===== config.mk =====
export PLATFORM = sky130hd
export DESIGN_NAME = wpf_ctrl
export DESIGN_NICKNAME = d
export VERILOG_FILES = /design/src/rtl/core/wpf_pkg.sv /design/src/rtl/core/wpf_ctrl.sv
export SDC_FILE = /design/constraint.sdc
export NUM_CORES = 1
export LEC_CHECK = 0
export BUFFER_PORTS_ARGS = -buffer_cell sky130_fd_sc_hd__buf_4
export CAP_MARGIN = 30
export CORE_AREA = 2 2 39 41
export CTS_CLUSTER_DIAMETER = 60
export CTS_CLUSTER_SIZE = 8
export DETAILED_ROUTE_END_ITERATION = 10
export DIE_AREA = 0 0 41 43
export PLACE_DENSITY = 0.71
export SYNTH_ARGS = -nofsm -noshare
export SYNTH_HDL_FRONTEND = slang
export SYNTH_SLANG_ARGS = --single-unit

===== constraint.sdc =====
create_clock -name clk_i -period 1.69 [get_ports clk_i]
set_input_delay 0.2535 -clock clk_i [delete_from_list [all_inputs] [get_ports clk_i]]
set_output_delay 0.2535 -clock clk_i [all_outputs]
set_load 0.01 [all_outputs]

===== src/rtl/core/wpf_pkg.sv =====
// Shared types and codes for the waypoint path follower.
`default_nettype none
package wpf_pkg;

  typedef enum logic [2:0] {
    ST_PUSHED   = 3'd0,
    ST_DROPPED  = 3'd1,
    ST_FINISHED = 3'd2,
    ST_ADVANCED = 3'd3,
    ST_DRIVING  = 3'd4
  } status_e;

  typedef enum logic [3:0] {
    OP_NONE,
    OP_LOAD,
    OP_PUSH,
    OP_DROP,
    OP_FIN,
    OP_TAKE,
    OP_SQX,
    OP_SQY,
    OP_SQR,
    OP_ARR_FIN,
    OP_ARR_TAKE,
    OP_NUMX,
    OP_NUMY,
    OP_NUM2,
    OP_ITER,
    OP_STORE
  } dp_op_e;

  typedef struct packed {
    logic op_pub;
    dp_op_e op;
  } dp_cmd_t;

  typedef struct packed {
    logic count_zero;
    logic full;
    logic started;
    logic finished;
    logic arrive;
    logic iter_last;
    logic sel_y;
  } dp_status_t;

  localparam int unsigned WpWidth = 76;

endpackage
`default_nettype wire


===== src/rtl/core/wpf_ctrl.sv =====
// Controller: sequences pushes and ticks through the datapath and owns the output handshake.
`default_nettype none
module wpf_ctrl import wpf_pkg::*; (
  input  wire logic       clk_i,
  input  wire logic       rst_ni,
  input  wire logic       in_valid_i,
  output      logic       in_ready_o,
  input  wire logic       kind_i,
  output      logic       out_valid_o,
  input  wire logic       out_ready_i,
  input  wire dp_status_t stat_i,
  output      dp_cmd_t    cmd_o
);

  typedef enum logic [3:0] {
    S_IDLE, S_PUSH, S_TICK, S_SQX, S_SQY, S_SQR, S_DEC,
    S_NUM, S_NUM2, S_ITER, S_STORE, S_DONE
  } state_e;

  state_e state_q, state_d;
  logic   sel_y_d, sel_y_q;
  logic   out_free;

  assign out_free   = !out_valid_o || out_ready_i;
  assign in_ready_o = (state_q == S_IDLE);

  always_comb begin
    state_d        = state_q;
    sel_y_d        = sel_y_q;
    cmd_o.op       = OP_NONE;
    cmd_o.op_pub   = 1'b0;
    case (state_q)
      S_IDLE: begin
        if (in_valid_i) begin
          cmd_o.op = OP_LOAD;
          state_d  = kind_i ? S_TICK : S_PUSH;
        end
      end
      S_PUSH: begin
        cmd_o.op = stat_i.full ? OP_DROP : OP_PUSH;
        state_d  = S_DONE;
      end
      S_TICK: begin
        if (stat_i.count_zero && (stat_i.finished || !stat_i.started)) begin
          cmd_o.op = OP_FIN;
          state_d  = S_DONE;
        end else if (!stat_i.started) begin
          cmd_o.op = OP_TAKE;
          state_d  = S_SQX;
        end else begin
          state_d  = S_SQX;
        end
      end
      S_SQX: begin cmd_o.op = OP_SQX; state_d = S_SQY; end
      S_SQY: begin cmd_o.op = OP_SQY; state_d = S_SQR; end
      S_SQR: begin cmd_o.op = OP_SQR; state_d = S_DEC; end
      S_DEC: begin
        if (stat_i.arrive) begin
          cmd_o.op = stat_i.count_zero ? OP_ARR_FIN : OP_ARR_TAKE;
          state_d  = S_DONE;
        end else begin
          sel_y_d = 1'b0;
          state_d = S_NUM;
        end
      end
      S_NUM: begin
        cmd_o.op = sel_y_q ? OP_NUMY : OP_NUMX;
        state_d  = S_NUM2;
      end
      S_NUM2: begin cmd_o.op = OP_NUM2; state_d = S_ITER; end
      S_ITER: begin
        cmd_o.op = OP_ITER;
        if (stat_i.iter_last) begin
          state_d = S_STORE;
        end
      end
      S_STORE: begin
        cmd_o.op = OP_STORE;
        if (sel_y_q) begin
          state_d = S_DONE;
        end else begin
          sel_y_d = 1'b1;
          state_d = S_NUM;
        end
      end
      S_DONE: begin
        if (out_free) begin
          cmd_o.op_pub = 1'b1;
          state_d      = S_IDLE;
        end
      end
      default: state_d = S_IDLE;
    endcase
  end

  always_ff @(posedge clk_i or negedge rst_ni) begin
    if (!rst_ni) begin
      state_q     <= S_IDLE;
      sel_y_q     <= 1'b0;
      out_valid_o <= 1'b0;
    end else begin
      state_q <= state_d;
      sel_y_q <= sel_y_d;
      if (cmd_o.op_pub) begin
        out_valid_o <= 1'b1;
      end else if (out_ready_i) begin
        out_valid_o <= 1'b0;
      end
    end
  end

  a_pub_free: assert property (@(posedge clk_i) disable iff (!rst_ni)
    cmd_o.op_pub |-> out_free) else $error("result overwritten");
  a_store_sel: assert property (@(posedge clk_i) disable iff (!rst_ni)
    cmd_o.op == OP_STORE |-> sel_y_q == stat_i.sel_y)
    else $error("component select mismatch");
  a_pub_valid: assert property (@(posedge clk_i) disable iff (!rst_ni)
    cmd_o.op_pub |=> out_valid_o && state_q == S_IDLE)
    else $error("publish lost");

endmodule
`default_nettype wire

==> results_dict.tcl <==
set metrics [dict create \
    status "finished with violations" \
    violations "negative setup slack" \
    critical_path.most_common_cell "buf_6" \
    syn_inst 81 \
    slew_viol_final 0 \
    grt_pass1_wl_mm 3.256 \
    p_sw_mw 0.9655 \
    ir_worst_vdd_mv 1.108 \
    yosysSeqAreaShare 0.2376 \
    p_leak_nw 0.4645 \
    synth_edf_count 0 \
    final_cells 135 \
    critPathBufInv 2 \
    place_hpwl_mm 1.183 \
    rsz0062_at_grt "yes" \
    synthesis.area_um2 631.9 \
    synthXorXnorAreaFrac 0 \
    critPathMaxStageDelay_ns 0.43 \
    crit_path_end_kind "output port" \
    grt_remaining_overflow 0 \
    use_met3 0.04712 \
    power_mw 2.179 \
    synth_cell_type_count 39 \
    diodes 0 \
    fin_worst_skew_ns 0.0002677 \
    synth_fp_nets 93 \
    drtAntennaViolNets 0 \
    initial_core_util 0.4566 \
    clk_path_buf_depth 2 \
    met1_usage 0.3874 \
    post-route-util 0.7414 \
    p_clk_frac 0.057 \
    async_reset_ff_frac 1.000 \
    dr.pass1.iters 4 \
    via_count 831 \
    h-tree-depth 1 \
    area_growth_pct 62.38 \
    cts.sinks 6 \
    switching_share 0.4432 \
    worst-setup-path-type "register to output port" \
    grt_max_degree 13 \
    pwr-share-comb 0.776 \
    fin_crit_sh 1.026 \
    synth_simple_gate_area_frac 0.2990 \
    critical_path.max_fanout 6 \
    place_congestion 0.9076 \
    dp_slack_ns 0.08489 \
    dr.first_iter.drc_count 40 \
    synthAdderAreaFrac 0 \
    cts_tree "yes" \
    use_met2 0.3750 \
    worst-endpoint-required_ns 1.44 \
    fp.dieArea_um2 1763 \
    fp-row-count 14 \
    fp.dieH_um 43 \
    crit_chain "buf_6 > nand2b_4 > a21oi_2 > or3_1 > buf_6" \
    timing.final.ws_setup_ns -0.04436 \
    sequentialPowerShare 0.167 \
    io_buffers 17 \
    synth_compound_area_frac 0.3446 \
    drive_gt1_frac 0.5042 \
    yosysWarnings 0 \
    cp-start-kind "register" \
    fmaxAchievable_mhz 576.6 \
    ys_seq_elements 6 \
    powerDensity_nw_per_um2 2123 \
    synth_area_per_cell_um2 7.801 \
    period_needed_ns 1.734 \
    cts_inserted_buffers 3 \
    path_clk_slew_ns 0.04 \
    p_int_mw 1.213 \
    holdWs_ns 0.3537 \
    synth-main-ff-cell "dfrtp_1" \
    hold_path.class "input pin to register" \
    die_w_um 41 \
    max_slew_margin 0.8045 \
    synth_top_family_by_area "compound AO/OA/AOI/OAI gates" \
    top_usage_layer "met1" \
    wl_mm 2.262 \
    track_usage 0.2675 \
    routedWlPerCell_um 16.76 \
    worst_slew_pin_slew_ns 0.2933 \
    clkLatencyLatePin_ns 0.23 \
    placed_area_um2 794.5 \
    timing.setup.tns_ns -0.07058 \
    io_pins 19 \
    antenna_found_initial 0 \
    hold_violations 0 \
    coreArea_um2 1384 \
    crit_arrival_ns 1.48 \
    clockRootBuffer "clkbuf_4" \
    vias_per_cell 6.156 \
    dp_cells 114 \
    setup_viol 3 \
    drc 0 \
    grt_pass1_vias 711 \
    nNetsFinal 133 \
    critPathTopFamily "simple AND/OR/NAND/NOR gates" \
    cpMaxStageDelayCell "dfrtp_2" \
    muxShareOfSynthArea 0.01782 \
    maxCapViolCount 0 \
    finalInstanceArea_um2 1026 \
]
-- sequential cells by signal (all words and copies together), names as in the netlist --
signal / flops
state_q: 4
sel_y_q: 1
out_valid_o: 1
-- power by group through the flow --
stage / logic, mW / clock network (mW) / registers [mW]
after floorplan: 0.820 / 0 / 0.271
after global placement: 1.10 / 0 / 0.381
after detailed placement: 1.11 / 0 / 0.382
after CTS: 1.34 / 0.132 / 0.351
after global routing: 1.81 / 0.144 / 0.380
final: 1.69 / 0.123 / 0.364
-- logic make-up after synthesis --
group,after synthesis
simple gates,31
compound gates,31
mux,1
flops,6
buf+inv,12
-- worst reg2reg max path, cell delays in order (launching register included) --
cell,delay (ns)
dfrtp_2,0.45
buf_6,0.14
nand2b_4,0.17
buf_4,0.15
or3_1,0.33
a222oi_1,0.31
-- timing repair --
| action | 4_1_cts | 5_1_grt |
|---|---|---|
| hold buffers | 1 | 0 |
| endpoints found under the setup margin | 5 | 7 |
| resized for setup | 8 | 14 |
| setup buffers | 11 | 6 |
| pin swaps | 1 | 4 |
| endpoints found under the hold margin | 6 | 0 |
-- final timing paths --
path	start	endpoint	slack, ns	depth (start not counted)
max	state_q[2]$_DFFE_PN0P_	cmd_o[2]	-0.04	5
min	out_ready_i	out_valid_o$_DFFE_PN0P_	0.35	3
max reg2reg	state_q[2]$_DFFE_PN0P_	state_q[1]$_DFFE_PN0P_	0.02	5
min reg2reg	out_valid_o$_DFFE_PN0P_	out_valid_o$_DFFE_PN0P_	0.58	2
max in group asynchronous	rst_ni	state_q[3]$_DFFE_PN0P_	1.21	2
min in group asynchronous	rst_ni	state_q[0]$_DFFE_PN0P_	0.36	2
-- Yosys cell counts (all sizes together) (2+ instances only) --
library cell	n	area, µm²
nor2	3	11.26
o22ai	2	12.51
inv	3	11.26
buf	6	41.28
a21oi	7	35.03
nor2b	5	31.28
clkbuf	3	11.26
nand2	5	18.77
or3	2	12.51
a31oi	3	18.77
o311ai	2	17.52
nor3	2	10.01
o31ai	2	15.01
or2	2	12.52
o21ai	4	20.02
nand2b	6	45.04
dfrtp	6	150.1
-- layer usage --
metal | routed length [µm] | share of wire
met1 | 951 | 0.42
met5 | 0 | 0
met4 | 26 | 0.011
met3 | 131 | 0.058
met2 | 1153 | 0.51
-- area by class of cell --
| type | instances | area, µm² |
|---|---|---|
| fill | 104 | 357.8 |
| multi-input combinational | 63 | 471.7 |
| inverter | 3 | 11.26 |
| clock buffer | 3 | 22.52 |
| tap | 16 | 20.02 |
| sequential | 6 | 155.1 |
| timing repair buffer | 44 | 345.3 |
-- cells in the final DEF (no fill, tap or decap), types with 2 or more instances in the layout --
cell type  count
nand2b_1       2
nor2_1         3
buf_6          4
a31oi_1        3
nor2b_1        5
clkbuf_4       3
nand2b_4       4
inv_1          3
o21ai_0        4
buf_4         38
or3_1          2
dfrtp_2        4
a21oi_1        6
o22ai_1        2
dfrtp_1        2
o31ai_1        2
nand2_1        5
No activity file was read; power rests on OpenSTA's default activity.
